[src/design/rectangle_table_hit_test_core_assert.svh]
// Assertion helpers shared by the block's modules.
`ifndef RECTANGLE_TABLE_HIT_TEST_CORE_ASSERT_SVH
`define RECTANGLE_TABLE_HIT_TEST_CORE_ASSERT_SVH

// Holds at every clock edge outside reset.
`define RTHT_ASSERT_ALWAYS(lbl, clk, rst, expr) \
   lbl: assert property (@(posedge clk) disable iff (rst) (expr)) \
      else $error("rtht check failed");

// Consequent holds in the same cycle as the antecedent.
`define RTHT_ASSERT_IMPLY(lbl, clk, rst, ante, cons) \
   lbl: assert property (@(posedge clk) disable iff (rst) (ante) |-> (cons)) \
      else $error("rtht check failed");

// Consequent holds in the cycle after the antecedent.
`define RTHT_ASSERT_NEXT(lbl, clk, rst, ante, cons) \
   lbl: assert property (@(posedge clk) disable iff (rst) (ante) |=> (cons)) \
      else $error("rtht check failed");

`endif

[src/design/rtht_pkg.sv]
package rtht_pkg;

   localparam int DEF_MAX_BOXES  = 16;
   localparam int DEF_COORD_BITS = 9;
   localparam int MAX_RESULTS    = 16;
   localparam int RES_BITS       = $clog2(MAX_RESULTS + 1);
   localparam int CALC_BITS      = 18;

   localparam int ACTION_BITS   = 2;
   localparam int POS_BITS      = 10;
   localparam int SPAN_BITS     = 9;
   localparam int CHAR_BITS     = 8;
   localparam int ATTR_BITS     = 16;
   localparam int STATUS_BITS   = 3;
   localparam int INDEX_BITS    = 4;
   localparam int BOX_BITS      = 9;
   localparam int CSR_IDX_BITS  = 1;
   localparam int CSR_DATA_BITS = 9;

   localparam logic [ACTION_BITS-1:0] ACT_INSERT = 2'd0;
   localparam logic [ACTION_BITS-1:0] ACT_FIND   = 2'd1;
   localparam logic [ACTION_BITS-1:0] ACT_ZONE   = 2'd2;
   localparam logic [ACTION_BITS-1:0] ACT_POINT  = 2'd3;

   localparam logic [STATUS_BITS-1:0] STAT_STORED   = 3'd0;
   localparam logic [STATUS_BITS-1:0] STAT_RANGE    = 3'd1;
   localparam logic [STATUS_BITS-1:0] STAT_FULL     = 3'd2;
   localparam logic [STATUS_BITS-1:0] STAT_MATCH    = 3'd3;
   localparam logic [STATUS_BITS-1:0] STAT_NO_MATCH = 3'd4;

   localparam logic [CSR_IDX_BITS-1:0] REG_LIMIT_X = 1'b0;
   localparam logic [CSR_IDX_BITS-1:0] REG_LIMIT_Y = 1'b1;

   localparam logic [CSR_DATA_BITS-1:0] LIMIT_X_RESET = 9'd120;
   localparam logic [CSR_DATA_BITS-1:0] LIMIT_Y_RESET = 9'd60;

   typedef logic signed [CALC_BITS-1:0] calc_type;

   localparam calc_type CALC_ZERO = '0;
   localparam calc_type CALC_ONE  = calc_type'(1);

   typedef struct packed {
      logic [ACTION_BITS-1:0]     action;
      logic signed [POS_BITS-1:0] pos_x;
      logic signed [POS_BITS-1:0] pos_y;
      logic [SPAN_BITS-1:0]       span_w;
      logic [SPAN_BITS-1:0]       span_h;
   } rtht_query_type;

   typedef struct packed {
      logic signed [POS_BITS-1:0] pos_x;
      logic signed [POS_BITS-1:0] pos_y;
      logic [SPAN_BITS-1:0]       span_w;
      logic [SPAN_BITS-1:0]       span_h;
      logic [CHAR_BITS-1:0]       fill_char;
      logic [ATTR_BITS-1:0]       color_attr;
   } rtht_entry_type;

   typedef struct packed {
      logic                 hit;
      logic [BOX_BITS-1:0]  box_x;
      logic [BOX_BITS-1:0]  box_y;
      logic [BOX_BITS-1:0]  box_width;
      logic [BOX_BITS-1:0]  box_height;
      logic [CHAR_BITS-1:0] box_char;
      logic [ATTR_BITS-1:0] box_attr;
   } rtht_hit_type;

   typedef struct packed {
      logic [STATUS_BITS-1:0] status;
      logic [INDEX_BITS-1:0]  entry_index;
      logic [BOX_BITS-1:0]    box_x;
      logic [BOX_BITS-1:0]    box_y;
      logic [BOX_BITS-1:0]    box_width;
      logic [BOX_BITS-1:0]    box_height;
      logic [CHAR_BITS-1:0]   box_char;
      logic [ATTR_BITS-1:0]   box_attr;
      logic                   last;
   } rtht_rsp_type;

   typedef struct packed {
      logic launch;   // query enters cell 0
      logic advance;  // whole chain shifts one cell
      logic flush;    // drop the token
   } rtht_chain_ctl_type;

   function automatic calc_type sext_pos(input logic [POS_BITS-1:0] v);
      return {{(CALC_BITS-POS_BITS){v[POS_BITS-1]}}, v};
   endfunction

   function automatic calc_type zext_span(input logic [SPAN_BITS-1:0] v);
      return {{(CALC_BITS-SPAN_BITS){1'b0}}, v};
   endfunction

   function automatic logic in_span(input calc_type d, input calc_type s);
      return (d >= CALC_ZERO) && (d <= s);
   endfunction

endpackage

[src/design/rtht_req_if.sv]
interface rtht_req_if;
   import rtht_pkg::*;

   logic                       valid;
   logic                       ready;
   logic [ACTION_BITS-1:0]     action;
   logic signed [POS_BITS-1:0] pos_x;
   logic signed [POS_BITS-1:0] pos_y;
   logic [SPAN_BITS-1:0]       span_w;
   logic [SPAN_BITS-1:0]       span_h;
   logic [CHAR_BITS-1:0]       fill_char;
   logic [ATTR_BITS-1:0]       color_attr;

   modport source (output valid, action, pos_x, pos_y, span_w, span_h, fill_char,
                   color_attr, input ready);
   modport sink   (input valid, action, pos_x, pos_y, span_w, span_h, fill_char,
                   color_attr, output ready);
endinterface

[src/design/rtht_rsp_if.sv]
interface rtht_rsp_if;
   import rtht_pkg::*;

   logic                   valid;
   logic                   ready;
   logic [STATUS_BITS-1:0] status;
   logic [INDEX_BITS-1:0]  entry_index;
   logic [BOX_BITS-1:0]    box_x;
   logic [BOX_BITS-1:0]    box_y;
   logic [BOX_BITS-1:0]    box_width;
   logic [BOX_BITS-1:0]    box_height;
   logic [CHAR_BITS-1:0]   box_char;
   logic [ATTR_BITS-1:0]   box_attr;
   logic                   last;

   modport source (output valid, status, entry_index, box_x, box_y, box_width,
                   box_height, box_char, box_attr, last, input ready);
   modport sink   (input valid, status, entry_index, box_x, box_y, box_width,
                   box_height, box_char, box_attr, last, output ready);
endinterface

[src/design/rtht_cell.sv]
module rtht_cell #(
   parameter int COORD_BITS = rtht_pkg::DEF_COORD_BITS
) (
   input  logic                        clock,
   input  logic                        reset,
   input  rtht_pkg::rtht_chain_ctl_type ctl,
   input  logic                        prev_valid,
   input  rtht_pkg::rtht_query_type    prev_query,
   input  logic                        wr_en,
   input  rtht_pkg::rtht_entry_type    wr_data,
   output logic                        next_valid,
   output rtht_pkg::rtht_query_type    next_query,
   output rtht_pkg::rtht_hit_type      hit
);
   import rtht_pkg::*;

   logic                  valid_ff;
   rtht_query_type        query_ff;
   logic [COORD_BITS-1:0] corner_x_ff;
   logic [COORD_BITS-1:0] corner_y_ff;
   logic [SPAN_BITS-1:0]  width_ff;
   logic [SPAN_BITS-1:0]  height_ff;
   logic [CHAR_BITS-1:0]  char_ff;
   logic [ATTR_BITS-1:0]  attr_ff;

   calc_type cx, cy, cw, ch, qx, qy, qw, qh;
   calc_type x_far, y_far;
   logic     match;

   always_ff @(posedge clock) begin
      if (reset) begin
         valid_ff <= 1'b0;
      end else if (ctl.flush) begin
         valid_ff <= 1'b0;
      end else if (ctl.advance) begin
         valid_ff <= prev_valid;
      end
   end

   always_ff @(posedge clock) begin
      if (ctl.advance) begin
         query_ff <= prev_query;
      end
      if (wr_en) begin
         corner_x_ff <= COORD_BITS'($unsigned(wr_data.pos_x));
         corner_y_ff <= COORD_BITS'($unsigned(wr_data.pos_y));
         width_ff    <= wr_data.span_w;
         height_ff   <= wr_data.span_h;
         char_ff     <= wr_data.fill_char;
         attr_ff     <= wr_data.color_attr;
      end
   end

   always_comb begin
      cx    = {{(CALC_BITS-COORD_BITS){1'b0}}, corner_x_ff};
      cy    = {{(CALC_BITS-COORD_BITS){1'b0}}, corner_y_ff};
      cw    = zext_span(width_ff);
      ch    = zext_span(height_ff);
      qx    = sext_pos(query_ff.pos_x);
      qy    = sext_pos(query_ff.pos_y);
      qw    = zext_span(query_ff.span_w);
      qh    = zext_span(query_ff.span_h);
      // far corner; a zero size puts it one before the near corner
      x_far = cx + cw - CALC_ONE;
      y_far = cy + ch - CALC_ONE;
      case (query_ff.action)
         ACT_FIND:  match = (cx == qx) && (cy == qy);
         ACT_ZONE:  match = (in_span(cx - qx, qw + CALC_ONE) ||
                             in_span(x_far - qx, qw + CALC_ONE)) &&
                            (in_span(cy - qy, qh + CALC_ONE) ||
                             in_span(y_far - qy, qh + CALC_ONE));
         ACT_POINT: match = in_span(qx - cx, cw) && in_span(qy - cy, ch);
         default:   match = 1'b0;
      endcase
   end

   // gated by the token so the row can be OR-ed together
   always_comb begin
      hit.hit        = valid_ff && match;
      hit.box_x      = valid_ff ? BOX_BITS'(corner_x_ff) : '0;
      hit.box_y      = valid_ff ? BOX_BITS'(corner_y_ff) : '0;
      hit.box_width  = valid_ff ? width_ff : '0;
      hit.box_height = valid_ff ? height_ff : '0;
      hit.box_char   = valid_ff ? char_ff : '0;
      hit.box_attr   = valid_ff ? attr_ff : '0;
   end

   assign next_valid = valid_ff;
   assign next_query = query_ff;

endmodule

[src/design/rtht_ctrl.sv]
`include "rectangle_table_hit_test_core_assert.svh"

module rtht_ctrl #(
   parameter int MAX_BOXES  = rtht_pkg::DEF_MAX_BOXES,
   parameter int COORD_BITS = rtht_pkg::DEF_COORD_BITS
) (
   input  logic                                  clock,
   input  logic                                  reset,
   input  logic                                  csr_we,
   input  logic [rtht_pkg::CSR_IDX_BITS-1:0]     csr_index,
   input  logic [rtht_pkg::CSR_DATA_BITS-1:0]    csr_wdata,
   rtht_req_if.sink                              req_ch,
   rtht_rsp_if.source                            rsp_ch,
   input  rtht_pkg::rtht_hit_type                hit_bus,
   output rtht_pkg::rtht_chain_ctl_type          chain_ctl,
   output rtht_pkg::rtht_query_type              head_query,
   output logic [MAX_BOXES-1:0]                  wr_sel,
   output rtht_pkg::rtht_entry_type              wr_data
);
   import rtht_pkg::*;

   localparam int CNT_W = $clog2(MAX_BOXES + 1);
   localparam logic [CNT_W-1:0] FULL_COUNT = CNT_W'(MAX_BOXES);
   localparam logic [RES_BITS-1:0] RES_LIMIT = RES_BITS'(MAX_RESULTS);
   localparam calc_type COORD_MAX = {{(CALC_BITS-COORD_BITS){1'b0}}, {COORD_BITS{1'b1}}};

   typedef enum logic [2:0] {
      ST_IDLE   = 3'b001,
      ST_SCAN   = 3'b010,
      ST_FINISH = 3'b100
   } state_type;

   state_type              state_ff, state_in;
   logic [CNT_W-1:0]       count_ff, count_in;
   logic [CNT_W-1:0]       idx_ff, idx_in;
   logic [RES_BITS-1:0]    nres_ff, nres_in;
   logic                   find_ff, find_in;
   logic                   pend_valid_ff, pend_valid_in;
   rtht_rsp_type           pend_ff, pend_in;
   logic                   rsp_valid_ff, rsp_valid_in;
   rtht_rsp_type           rsp_ff, rsp_in;
   logic [CSR_DATA_BITS-1:0] limit_x_ff, limit_y_ff;

   logic         accept, out_free, scan_end, step, wr_go, range_ok;
   calc_type     qx, qy;
   rtht_rsp_type hit_rec, empty_rec, store_rec;

   assign req_ch.ready = (state_ff == ST_IDLE);
   assign accept       = req_ch.valid && req_ch.ready;
   assign out_free     = !rsp_valid_ff || rsp_ch.ready;
   assign scan_end     = (idx_ff == count_ff) || (nres_ff == RES_LIMIT);
   assign step         = (state_ff == ST_SCAN) && !scan_end && out_free;

   assign head_query.action = req_ch.action;
   assign head_query.pos_x  = req_ch.pos_x;
   assign head_query.pos_y  = req_ch.pos_y;
   assign head_query.span_w = req_ch.span_w;
   assign head_query.span_h = req_ch.span_h;

   assign wr_data.pos_x      = req_ch.pos_x;
   assign wr_data.pos_y      = req_ch.pos_y;
   assign wr_data.span_w     = req_ch.span_w;
   assign wr_data.span_h     = req_ch.span_h;
   assign wr_data.fill_char  = req_ch.fill_char;
   assign wr_data.color_attr = req_ch.color_attr;

   assign chain_ctl.launch  = accept && (req_ch.action != ACT_INSERT);
   assign chain_ctl.advance = chain_ctl.launch || step;
   assign chain_ctl.flush   = (state_ff == ST_FINISH);

   always_comb begin
      qx       = sext_pos(req_ch.pos_x);
      qy       = sext_pos(req_ch.pos_y);
      range_ok = (qx >= CALC_ZERO) && (qy >= CALC_ZERO) &&
                 (qx <= zext_span(limit_x_ff)) && (qy <= zext_span(limit_y_ff)) &&
                 (qx <= COORD_MAX) && (qy <= COORD_MAX);
   end

   always_comb begin
      empty_rec = '0;

      hit_rec             = '0;
      hit_rec.status      = STAT_MATCH;
      hit_rec.entry_index = INDEX_BITS'(idx_ff);
      hit_rec.box_x       = hit_bus.box_x;
      hit_rec.box_y       = hit_bus.box_y;
      hit_rec.box_width   = hit_bus.box_width;
      hit_rec.box_height  = hit_bus.box_height;
      hit_rec.box_char    = hit_bus.box_char;
      hit_rec.box_attr    = hit_bus.box_attr;

      store_rec             = '0;
      store_rec.status      = STAT_STORED;
      store_rec.entry_index = INDEX_BITS'(count_ff);
      store_rec.box_x       = BOX_BITS'($unsigned(req_ch.pos_x));
      store_rec.box_y       = BOX_BITS'($unsigned(req_ch.pos_y));
      store_rec.box_width   = req_ch.span_w;
      store_rec.box_height  = req_ch.span_h;
      store_rec.box_char    = req_ch.fill_char;
      store_rec.box_attr    = req_ch.color_attr;
   end

   always_comb begin
      state_in      = state_ff;
      count_in      = count_ff;
      idx_in        = idx_ff;
      nres_in       = nres_ff;
      find_in       = find_ff;
      pend_valid_in = pend_valid_ff;
      pend_in       = pend_ff;
      rsp_valid_in  = rsp_valid_ff && !rsp_ch.ready;
      rsp_in        = rsp_ff;
      wr_go         = 1'b0;

      case (state_ff)
         ST_IDLE: begin
            if (accept) begin
               if (req_ch.action == ACT_INSERT) begin
                  pend_valid_in = 1'b1;
                  state_in      = ST_FINISH;
                  if (!range_ok) begin
                     pend_in        = empty_rec;
                     pend_in.status = STAT_RANGE;
                  end else if (count_ff == FULL_COUNT) begin
                     pend_in        = empty_rec;
                     pend_in.status = STAT_FULL;
                  end else begin
                     pend_in  = store_rec;
                     wr_go    = 1'b1;
                     count_in = count_ff + CNT_W'(1);
                  end
               end else begin
                  pend_valid_in = 1'b0;
                  idx_in        = '0;
                  nres_in       = '0;
                  find_in       = (req_ch.action == ACT_FIND);
                  state_in      = ST_SCAN;
               end
            end
         end
         ST_SCAN: begin
            if (scan_end) begin
               state_in = ST_FINISH;
            end else if (out_free) begin
               idx_in = idx_ff + CNT_W'(1);
               if (hit_bus.hit) begin
                  pend_in       = hit_rec;
                  pend_valid_in = 1'b1;
                  if (find_ff) begin
                     state_in = ST_FINISH;
                  end else begin
                     nres_in = nres_ff + RES_BITS'(1);
                     // a newer hit proves the held one is not the last
                     if (pend_valid_ff) begin
                        rsp_valid_in = 1'b1;
                        rsp_in       = pend_ff;
                     end
                  end
               end
            end
         end
         ST_FINISH: begin
            if (out_free) begin
               rsp_valid_in = 1'b1;
               if (pend_valid_ff) begin
                  rsp_in = pend_ff;
               end else begin
                  rsp_in        = empty_rec;
                  rsp_in.status = STAT_NO_MATCH;
               end
               rsp_in.last = 1'b1;
               state_in    = ST_IDLE;
            end
         end
         default: begin
            state_in = ST_IDLE;
         end
      endcase
   end

   always_comb begin
      for (int k = 0; k < MAX_BOXES; k++) begin
         wr_sel[k] = wr_go && (count_ff == CNT_W'(k));
      end
   end

   always_ff @(posedge clock) begin
      if (reset) begin
         state_ff      <= ST_IDLE;
         count_ff      <= '0;
         idx_ff        <= '0;
         nres_ff       <= '0;
         find_ff       <= 1'b0;
         pend_valid_ff <= 1'b0;
         rsp_valid_ff  <= 1'b0;
         limit_x_ff    <= LIMIT_X_RESET;
         limit_y_ff    <= LIMIT_Y_RESET;
      end else begin
         state_ff      <= state_in;
         count_ff      <= count_in;
         idx_ff        <= idx_in;
         nres_ff       <= nres_in;
         find_ff       <= find_in;
         pend_valid_ff <= pend_valid_in;
         rsp_valid_ff  <= rsp_valid_in;
         if (csr_we && (csr_index == REG_LIMIT_X)) begin
            limit_x_ff <= csr_wdata;
         end
         if (csr_we && (csr_index == REG_LIMIT_Y)) begin
            limit_y_ff <= csr_wdata;
         end
      end
   end

   always_ff @(posedge clock) begin
      pend_ff <= pend_in;
      rsp_ff  <= rsp_in;
   end

   assign rsp_ch.valid       = rsp_valid_ff;
   assign rsp_ch.status      = rsp_ff.status;
   assign rsp_ch.entry_index = rsp_ff.entry_index;
   assign rsp_ch.box_x       = rsp_ff.box_x;
   assign rsp_ch.box_y       = rsp_ff.box_y;
   assign rsp_ch.box_width   = rsp_ff.box_width;
   assign rsp_ch.box_height  = rsp_ff.box_height;
   assign rsp_ch.box_char    = rsp_ff.box_char;
   assign rsp_ch.box_attr    = rsp_ff.box_attr;
   assign rsp_ch.last        = rsp_ff.last;

   `RTHT_ASSERT_ALWAYS(a_count_bound, clock, reset, count_ff <= FULL_COUNT)
   `RTHT_ASSERT_IMPLY(a_idx_bound, clock, reset, state_ff == ST_SCAN, idx_ff <= count_ff)
   `RTHT_ASSERT_IMPLY(a_mid_has_tail, clock, reset, rsp_valid_ff && !rsp_ff.last, pend_valid_ff && (state_ff != ST_IDLE))
   `RTHT_ASSERT_IMPLY(a_hit_busy, clock, reset, hit_bus.hit, state_ff != ST_IDLE)
   `RTHT_ASSERT_NEXT(a_store_grows, clock, reset, wr_go, count_ff == $past(count_ff) + CNT_W'(1))

endmodule

[src/design/rectangle_table_hit_test_core.sv]
// Channel   Dir  Fields                                           Transfer
// req_ch    in   action pos_x pos_y span_w span_h fill_char       valid & ready
//                color_attr
// rsp_ch    out  status entry_index box_x box_y box_width         valid & ready
//                box_height box_char box_attr last
// csr_*     in   csr_index csr_wdata                              csr_we
//
// One item at a time. Insert: the result is registered in the hold stage, then sent once rsp_ch is free.
// Queries: a token walks the row of MAX_BOXES cells, one cell per cycle, over the
// stored entries; it stops after MAX_RESULTS matches, and a find stops at its first match.
// A stalled rsp_ch freezes the walk; results go out in slot order through a
// one-deep hold stage so the final one can carry last.
// Synchronous reset empties the table, restores limits 120/60, drops the token.
`include "rectangle_table_hit_test_core_assert.svh"

module rectangle_table_hit_test_core #(
   parameter int MAX_BOXES  = rtht_pkg::DEF_MAX_BOXES,
   parameter int COORD_BITS = rtht_pkg::DEF_COORD_BITS
) (
   input  logic                               clock,
   input  logic                               reset,
   input  logic                               csr_we,
   input  logic [rtht_pkg::CSR_IDX_BITS-1:0]  csr_index,
   input  logic [rtht_pkg::CSR_DATA_BITS-1:0] csr_wdata,
   rtht_req_if.sink                           req_ch,
   rtht_rsp_if.source                         rsp_ch
);
   import rtht_pkg::*;

   rtht_chain_ctl_type chain_ctl;
   rtht_query_type     head_query;
   rtht_entry_type     wr_data;
   logic [MAX_BOXES-1:0] wr_sel;
   logic [MAX_BOXES-1:0] link_valid;
   rtht_query_type     link_query [MAX_BOXES];
   rtht_hit_type       cell_hit   [MAX_BOXES];
   rtht_hit_type       hit_bus;

   rtht_ctrl #(
      .MAX_BOXES  (MAX_BOXES),
      .COORD_BITS (COORD_BITS)
   ) u_ctrl (
      .clock      (clock),
      .reset      (reset),
      .csr_we     (csr_we),
      .csr_index  (csr_index),
      .csr_wdata  (csr_wdata),
      .req_ch     (req_ch),
      .rsp_ch     (rsp_ch),
      .hit_bus    (hit_bus),
      .chain_ctl  (chain_ctl),
      .head_query (head_query),
      .wr_sel     (wr_sel),
      .wr_data    (wr_data)
   );

   for (genvar k = 0; k < MAX_BOXES; k++) begin : g_cell
      logic           in_valid;
      rtht_query_type in_query;

      if (k == 0) begin : g_head
         assign in_valid = chain_ctl.launch;
         assign in_query = head_query;
      end else begin : g_link
         assign in_valid = link_valid[k-1];
         assign in_query = link_query[k-1];
      end

      rtht_cell #(
         .COORD_BITS (COORD_BITS)
      ) u_cell (
         .clock      (clock),
         .reset      (reset),
         .ctl        (chain_ctl),
         .prev_valid (in_valid),
         .prev_query (in_query),
         .wr_en      (wr_sel[k]),
         .wr_data    (wr_data),
         .next_valid (link_valid[k]),
         .next_query (link_query[k]),
         .hit        (cell_hit[k])
      );
   end

   // only the cell holding the token drives nonzero
   always_comb begin
      hit_bus = '0;
      for (int k = 0; k < MAX_BOXES; k++) begin
         hit_bus = hit_bus | cell_hit[k];
      end
   end

   `RTHT_ASSERT_ALWAYS(a_one_token, clock, reset, $onehot0(link_valid))
   `RTHT_ASSERT_IMPLY(a_launch_empty, clock, reset, chain_ctl.launch, link_valid == '0)
   `RTHT_ASSERT_IMPLY(a_hit_has_token, clock, reset, hit_bus.hit, link_valid != '0)

endmodule
[src/flat_wrapper.sv]
// flat-port wrapper written by rule: the top's interface ports become plain ports
module rectangle_table_hit_test_core_flat import rtht_pkg::*;
#(
   parameter int MAX_BOXES  = rtht_pkg::DEF_MAX_BOXES,
   parameter int COORD_BITS = rtht_pkg::DEF_COORD_BITS
)
  (clock, reset, csr_we, csr_index, csr_wdata, req_ch_valid, req_ch_action, req_ch_pos_x, req_ch_pos_y, req_ch_span_w, req_ch_span_h, req_ch_fill_char, req_ch_color_attr, req_ch_ready, rsp_ch_valid, rsp_ch_status, rsp_ch_entry_index, rsp_ch_box_x, rsp_ch_box_y, rsp_ch_box_width, rsp_ch_box_height, rsp_ch_box_char, rsp_ch_box_attr, rsp_ch_last, rsp_ch_ready);
  rtht_req_if req_ch_i ();
  rtht_rsp_if rsp_ch_i ();
  input  logic clock;
  input  logic reset;
  input  logic csr_we;
  input  logic [rtht_pkg::CSR_IDX_BITS-1:0] csr_index;
  input  logic [rtht_pkg::CSR_DATA_BITS-1:0] csr_wdata;
  input wire logic [$bits(req_ch_i.valid)-1:0] req_ch_valid;
  input wire logic [$bits(req_ch_i.action)-1:0] req_ch_action;
  input wire logic [$bits(req_ch_i.pos_x)-1:0] req_ch_pos_x;
  input wire logic [$bits(req_ch_i.pos_y)-1:0] req_ch_pos_y;
  input wire logic [$bits(req_ch_i.span_w)-1:0] req_ch_span_w;
  input wire logic [$bits(req_ch_i.span_h)-1:0] req_ch_span_h;
  input wire logic [$bits(req_ch_i.fill_char)-1:0] req_ch_fill_char;
  input wire logic [$bits(req_ch_i.color_attr)-1:0] req_ch_color_attr;
  output wire logic [$bits(req_ch_i.ready)-1:0] req_ch_ready;
  output wire logic [$bits(rsp_ch_i.valid)-1:0] rsp_ch_valid;
  output wire logic [$bits(rsp_ch_i.status)-1:0] rsp_ch_status;
  output wire logic [$bits(rsp_ch_i.entry_index)-1:0] rsp_ch_entry_index;
  output wire logic [$bits(rsp_ch_i.box_x)-1:0] rsp_ch_box_x;
  output wire logic [$bits(rsp_ch_i.box_y)-1:0] rsp_ch_box_y;
  output wire logic [$bits(rsp_ch_i.box_width)-1:0] rsp_ch_box_width;
  output wire logic [$bits(rsp_ch_i.box_height)-1:0] rsp_ch_box_height;
  output wire logic [$bits(rsp_ch_i.box_char)-1:0] rsp_ch_box_char;
  output wire logic [$bits(rsp_ch_i.box_attr)-1:0] rsp_ch_box_attr;
  output wire logic [$bits(rsp_ch_i.last)-1:0] rsp_ch_last;
  input wire logic [$bits(rsp_ch_i.ready)-1:0] rsp_ch_ready;
  assign req_ch_i.valid = req_ch_valid;
  assign req_ch_i.action = req_ch_action;
  assign req_ch_i.pos_x = req_ch_pos_x;
  assign req_ch_i.pos_y = req_ch_pos_y;
  assign req_ch_i.span_w = req_ch_span_w;
  assign req_ch_i.span_h = req_ch_span_h;
  assign req_ch_i.fill_char = req_ch_fill_char;
  assign req_ch_i.color_attr = req_ch_color_attr;
  assign req_ch_ready = req_ch_i.ready;
  assign rsp_ch_valid = rsp_ch_i.valid;
  assign rsp_ch_status = rsp_ch_i.status;
  assign rsp_ch_entry_index = rsp_ch_i.entry_index;
  assign rsp_ch_box_x = rsp_ch_i.box_x;
  assign rsp_ch_box_y = rsp_ch_i.box_y;
  assign rsp_ch_box_width = rsp_ch_i.box_width;
  assign rsp_ch_box_height = rsp_ch_i.box_height;
  assign rsp_ch_box_char = rsp_ch_i.box_char;
  assign rsp_ch_box_attr = rsp_ch_i.box_attr;
  assign rsp_ch_last = rsp_ch_i.last;
  assign rsp_ch_i.ready = rsp_ch_ready;
  rectangle_table_hit_test_core #(.MAX_BOXES(MAX_BOXES), .COORD_BITS(COORD_BITS)) u_core (.clock(clock), .reset(reset), .csr_we(csr_we), .csr_index(csr_index), .csr_wdata(csr_wdata), .req_ch(req_ch_i), .rsp_ch(rsp_ch_i));
endmodule
[config.mk]
export PLATFORM = sky130hd
export DESIGN_NAME = rectangle_table_hit_test_core_flat
export DESIGN_NICKNAME = d
export VERILOG_FILES = /design/src/design/rtht_pkg.sv /design/src/design/rtht_req_if.sv /design/src/design/rtht_rsp_if.sv /design/src/design/rtht_cell.sv /design/src/design/rtht_ctrl.sv /design/src/design/rectangle_table_hit_test_core.sv /design/src/flat_wrapper.sv
export VERILOG_INCLUDE_DIRS = /design/src /design/src/design
export SDC_FILE = /design/constraint.sdc
export NUM_CORES = 2
export LEC_CHECK = 0
export BUFFER_PORTS_ARGS = -buffer_cell sky130_fd_sc_hd__buf_2
export CAP_MARGIN = 40
export CORE_MARGIN = 8
export CORE_UTILIZATION = 41
export DETAILED_ROUTE_END_ITERATION = 12
export GPL_ROUTABILITY_DRIVEN = 0
export PLACE_DENSITY_LB_ADDON = 0.2
export SYNTH_ARGS = -nofsm -noshare
export SYNTH_HDL_FRONTEND = slang
export SYNTH_SLANG_ARGS = --single-unit
[constraint.sdc]
create_clock -name clock -period 35.5 [get_ports clock]
set_input_delay 1.775 -clock clock [delete_from_list [all_inputs] [get_ports clock]]
set_output_delay 1.775 -clock clock [all_outputs]
set_load 0.01 [all_outputs]
-- Word-level counts from Yosys, hierarchy flattened
Cells that the tools add are included.
- output and inout port bits: 70
- flip-flop bits (word level): 1791
- bitwise logic cells: 18
- add/subtract/negate cells: 195
- reductions and logical operators: 240
- mux-type cells: 164
- eq/ne operators: 114
- $lt $le $gt $ge: 198
- operator list (operator ; count):
    $or 61x61->61 ; 15
    $mux 68 ; 12
    $ge 11x1->1 const B ; 64
    $sub 10x10->11 ; 64
    $mux 9 ; 64
    $ge 12x1->1 const B ; 32
    $le 12x11->1 ; 32
    $sub 11x10->12 ; 32
    $le 11x10->1 ; 32
    $le 11x11->1 ; 32
    $sub 10x1->11 const B ; 32
    $add 9x1->10 const B ; 32
    $add 9x9->10 ; 32
    $eq 10x10->1 ; 32
    $pmux 68 s2 ; 2
    $mux 16 ; 16
    $logic_and 1x1->1 ; 188
    $mux 67 ; 2
    $mux 8 ; 16
    $eq 2x2->1 const B ; 32
    $pmux 1 s3 ; 16
    $eq 5x4->1 const B ; 8
    $mux 5 ; 8
    $logic_or 1x1->1 ; 35
    32 further kinds ; 99

-- Longest topological paths before layout
- depth after elaboration: 28
- gate-level depth with buffers: 33
- gate-level depth less buffers: 33

-- Hierarchy
Synthesis repeated with hierarchy kept, for this count alone.
- cell total of the unflattened synthesis: 14327
- area, all modules: 144118.2 µm²
- by module, submodules not included (module ; instances ; cells each ; area an instance (µm²) ; seq. area each (µm²)):
    rtht_cell at u_core.g_cell[10].u_cell ... ; 8 ; 831 ; 8350.5 ; 3022.9
    rtht_cell at u_core.g_cell[0].u_cell ... ; 3 ; 830 ; 8358.0 ; 3022.9
    rtht_cell at u_core.g_cell[15].u_cell ; 1 ; 833 ; 8458.1 ; 3022.9
    rtht_cell at u_core.g_cell[7].u_cell ; 1 ; 840 ; 8434.3 ; 3022.9
    rtht_ctrl ; 1 ; 716 ; 8394.3 ; 4804.6
    rtht_cell at u_core.g_cell[12].u_cell ; 1 ; 838 ; 8381.8 ; 3022.9
    rtht_cell at u_core.g_cell[8].u_cell ; 1 ; 837 ; 8350.5 ; 3022.9
    rtht_cell at u_core.g_cell[9].u_cell ; 1 ; 820 ; 8313.0 ; 3022.9
    rectangle_table_hit_test_core ; 1 ; 305 ; 1908.1 ; 0.0

-- Worst setup path after synthesis
No wires, ideal clock.
- kind: input port to flip-flop
- start: input req_ch_valid
- end: register u_core.g_cell[0].u_cell.query_ff, in the netlist u_core.g_cell[0].u_cell.next_query[0] (enable)
- slack: 14.131 ns
- stages: 6
- data arrival time: 20.109 ns
- path buffers: 2
- cell sequence: and3_1 > clkbuf_1 > nor2b_1 > nor2_1 > inv_1 > clkbuf_1
- RTL lines (element ; RTL line ; RTL):
    from (decl) ; flat_wrapper.sv:15 ; input wire logic [$bits(req_ch_i.valid)-1:0] req_ch_valid;
    to (signal assigned) ; rtht_cell.sv:42 ; query_ff <= prev_query;
    to (decl) ; rtht_cell.sv:18 ; rtht_query_type query_ff;

-- Worst setup path after layout
- start: register u_core.g_cell[0].u_cell.height_ff[1]
- end: register u_core.u_ctrl.rsp_ff, in the netlist u_core.u_ctrl.rsp_ch.box_width[4] (enable)
- cells in the longest elaborated chain, start to end: 26
- ends and longest elaborated chain (element ; RTL line ; RTL):
    from (decl) ; rtht_cell.sv:22 ; logic [SPAN_BITS-1:0] height_ff;
    from (signal assigned) ; rtht_cell.sv:48 ; height_ff <= wr_data.span_h;
    $add 9x9->10 ; rtht_cell.sv:65 ; y_far = cy + ch - CALC_ONE;
    $sub 10x1->11 ; rtht_cell.sv:65 ;
    $sub 11x10->12 ; rtht_cell.sv:71 ; in_span(y_far - qy, qh + CALC_ONE));
    $ge 12x1->1 or $le 12x11->1 (tied branches) ; rtht_pkg.sv:96 ; return (d >= CALC_ZERO) && (d <= s);
    $logic_and 1x1->1 ; rtht_pkg.sv:96 ;
    $logic_or 1x1->1 ; rtht_cell.sv:70 ; (in_span(cy - qy, qh + CALC_ONE) ||
    $logic_and 1x1->1 ; rtht_cell.sv:69 ; in_span(x_far - qx, qw + CALC_ONE)) &&
    $pmux 1 s3 (*) ; rtht_cell.sv:66 ; case (query_ff.action)
    $logic_and 1x1->1 (*) ; rtht_cell.sv:79 ; hit.hit = valid_ff && match;
    $or 61x61->61 (*) (15 in series) ; rectangle_table_hit_test_core.sv:89 ; hit_bus = hit_bus | cell_hit[k];
    $ne 2x1->1 (no source line) (*) ; n/a ;
    $reduce_and 7->1 (no source line) (*) ; n/a ;
    to (signal assigned) ; rtht_ctrl.sv:217 ; rsp_ff <= rsp_in;
    to (decl) ; rtht_ctrl.sv:41 ; rtht_rsp_type rsp_ff, rsp_in;
Mark *: on every way between the ends. The rest lies on a longest branch, timed or not.
A chain may end at the register's enable or synchronous reset.

==> metrics.txt <==
area growth from synthesis to layout 9.75%; worst path bufs/invs 6; simple-gate portion of the synthesized area 0.0936; skew final 0.103 ns; total track usage 0.278; CTS Buf Count 211; post-CTS sizing 0; count of cell types in the netlist 94; fill count 32565; row count 216; Finish-stage setup viols 0; largest net degree at the start of global routing 145; Required @ worst endpoint 36.04 ns; sequential-to-total area share from yosys stat 0.374; status finished, final reports clean; kind of critical path reg -> reg; fin worst setup slack 26.83 ns; worst min-delay path class reg -> reg; Clk pin slew, worst setup/hold paths 0.06 ns; GRT overflow 0; hold buffers post-CTS 0; post-synthesis xor/xnor area fraction 0.0651; Synth top area share 0.367; CTS H-tree lvls 4; syn avg cell area 10.3 um^2; max cap viols 0; # port buffers 148; max_slew headroom 0.209; Synth Area in Compound Gates 0.172; ys flop type edfxtp_1; CTS root buf clkbuf_16; combinational family with the most area after synthesis adder cells; Die ar. 366000 um^2; Post-synth EDFFs 1734; ranking of synthesized cells by area edfxtp_1 37%, ha_1 22%, inv_1 5.1%; post-synth top area cell edfxtp_1; crit-path max FO 51; mux share of post-synthesis cell area 0.000890; core footprint 346000 um^2; Worst Tran Pin Value 1.19 ns; register cell area after layout 53200 um^2; syn_nets 16524; Final min period 8.67 ns; FFs w/ async S/R, synth 0; most common cell after layout, fill and taps aside ha_1; maximum VDD drop 51.6 uV; Die Wd 605 um; Pre-Repair DR Iteration Count 6; area of the multi-input gates 80600 um^2; io pins 149; insertion delay to the later sink of the worst-skew pair 0.97 ns; critical path's slowest cell nor4_4; cell count after synthesis 13859; wire per inst 28.2 um; DR iter-0 viols 12391; DR vias 111556; synthesized area 142000 um^2; pins over their slew limit 0; first-pass GRT wire length 741 mm; CP startpoint kind flip-flop; Core Util, Final 0.451; postcts setup bufs 0; total negative slack 0 ns; Remaining DRCs 0; Post-Synth Adder-Cell Area 0.235; Pleak 66.6 nW; P per Cell Area 52.8 nW/um^2; clk buf depth 4; Largest stage delay, worst path 0.83 ns; final hold violation count 0; Vias/cell 5.93; Tcrit/Tclk final 0.244; Routed Antenna Nets 0; pre-CTS WS 26.99 ns; Crit. End Element flip-flop; most frequent cells in the layout 2458 x ha_1, 1933 x inv_1, 1734 x edfxtp_1; number of global-route vias before repair 105109; RSZ-0062 raised after global routing false; Critical Path AT 9.21 ns; CP top delay family simple AND/OR/NAND/NOR gates; hpwl dp 422 mm; synthesis warning total 0; Die Y 605 um; Initial Utilization 0.411; NumNets Final 16731; layout cell share with drive strength beyond 1 0.0506; Num Clock Sinks 1789; max frequency 115 MHz; Synth Register Bits 1789; final WL 531 mm; CTS tree built; initial antenna violation count 60
-- worst paths after layout --
| kind | start | to | slack [ns] | cells after the start |
|---|---|---|---|---|
| worst max-delay path | u_core.g_cell[0].u_cell.height_ff[1]$_DFFE_PP_ | u_core.u_ctrl.rsp_ch.box_width[4]$_DFFE_PP_ | 26.83 | 31 |
| worst min-delay path | u_core.u_ctrl.limit_y_ff[6]$_SDFFE_PP0P_ | u_core.u_ctrl.limit_y_ff[6]$_SDFFE_PP0P_ | 0.46 | 2 |
| worst max register to register | u_core.g_cell[0].u_cell.height_ff[1]$_DFFE_PP_ | u_core.u_ctrl.rsp_ch.box_width[4]$_DFFE_PP_ | 26.83 | 31 |
| worst min register to register | u_core.u_ctrl.limit_y_ff[6]$_SDFFE_PP0P_ | u_core.u_ctrl.limit_y_ff[6]$_SDFFE_PP0P_ | 0.46 | 2 |
-- power breakdown --
| part | leakage (nW) | internal, mW | switching [mW] |
|---|---|---|---|
| Clock | 3.37 | 1.27 | 0.979 |
| Sequential | 16.3 | 2.58 | 0.265 |
| Combinational | 46.9 | 1.26 | 1.87 |
| Total | 66.6 | 5.12 | 3.11 |
-- cells by family (layout without fill, tap and decap cells) --
kind of cell             Yosys count  after routing
multiplexers                      12             12
flip-flops                      1789           1789
XOR/XNOR                        1056           1056
adder cells (fa/ha/maj)         2586           2586
other                              0             12
AND/OR/NAND/NOR                 2607           2607
buffers and inverters           2244           2620
AO/OA/AOI/OAI                   3565           3565
-- worst min-delay path: cells and delay by family (launching register included) --
kind             cells  cell delay, ns
flip-flops           1            0.31
AND/OR/NAND/NOR      1            0.05
AO/OA/AOI/OAI        1            0.05
-- metal layers --
| layer | part of all wire | global-route usage |
|---|---|---|
| met2 | 0.42 | 0.419 |
| met5 | 0.00043 | 0 |
| met4 | 0.055 | 0.126 |
| met3 | 0.11 | 0.0845 |
| met1 | 0.41 | 0.367 |
-- metrics by stage --
step                      hold slack, ns  instances  power, mW  instance area (um^2)
after floorplan                    0.426      13859       5.10                142000
after global placement             0.442      18387       5.94                148000
after detailed placement           0.440      18427       5.96                149000
after CTS                          0.459      18809       8.22                156000
after global routing               0.474      18815       8.68                156000
final                              0.457      18825       8.23                156000
-- state kept, by name, indices dropped and copies added, names as in the netlist, 3 cells and up --
name / count
u_core.g_cell.u_cell.attr_ff: 256
u_core.g_cell.u_cell.char_ff: 128
u_core.g_cell.u_cell.corner_x_ff: 144
u_core.g_cell.u_cell.corner_y_ff: 144
u_core.g_cell.u_cell.height_ff: 144
u_core.g_cell.u_cell.next_query: 640
u_core.g_cell.u_cell.next_valid: 16
u_core.g_cell.u_cell.width_ff: 144
u_core.u_ctrl.count_ff: 5
u_core.u_ctrl.idx_ff: 5
u_core.u_ctrl.limit_x_ff: 9
u_core.u_ctrl.limit_y_ff: 9
u_core.u_ctrl.nres_ff: 5
u_core.u_ctrl.pend_ff: 66
u_core.u_ctrl.rsp_ch.box_attr: 16
u_core.u_ctrl.rsp_ch.box_char: 8
u_core.u_ctrl.rsp_ch.box_height: 9
u_core.u_ctrl.rsp_ch.box_width: 9
u_core.u_ctrl.rsp_ch.box_x: 9
u_core.u_ctrl.rsp_ch.box_y: 9
u_core.u_ctrl.rsp_ch.entry_index: 4
u_core.u_ctrl.rsp_ch.status: 3
u_core.u_ctrl.state_ff: 3
-- cell type report --
type	instances	share of cell area
timing repair buffer	304	0.0133
multi-input combinational	9826	0.517
sequential	1789	0.341
clock inverter	139	0.00956
clock buffer	243	0.0351
tap	4578	0.0367
antenna	12	0.000193
inverter	1934	0.0466
-- synthesized netlist by cell type (all sizes together), types with 270 or more instances --
library cell  instances
nor2b               301
a221oi              274
inv                1934
xnor2               653
o21ai               529
nand3               346
nand2               400
xor2                403
ha                 2458
a21o                387
nor2                660
a21oi               876
edfxtp             1734
a22o                292
clkbuf              270
(Power assumes the default switching activity.)
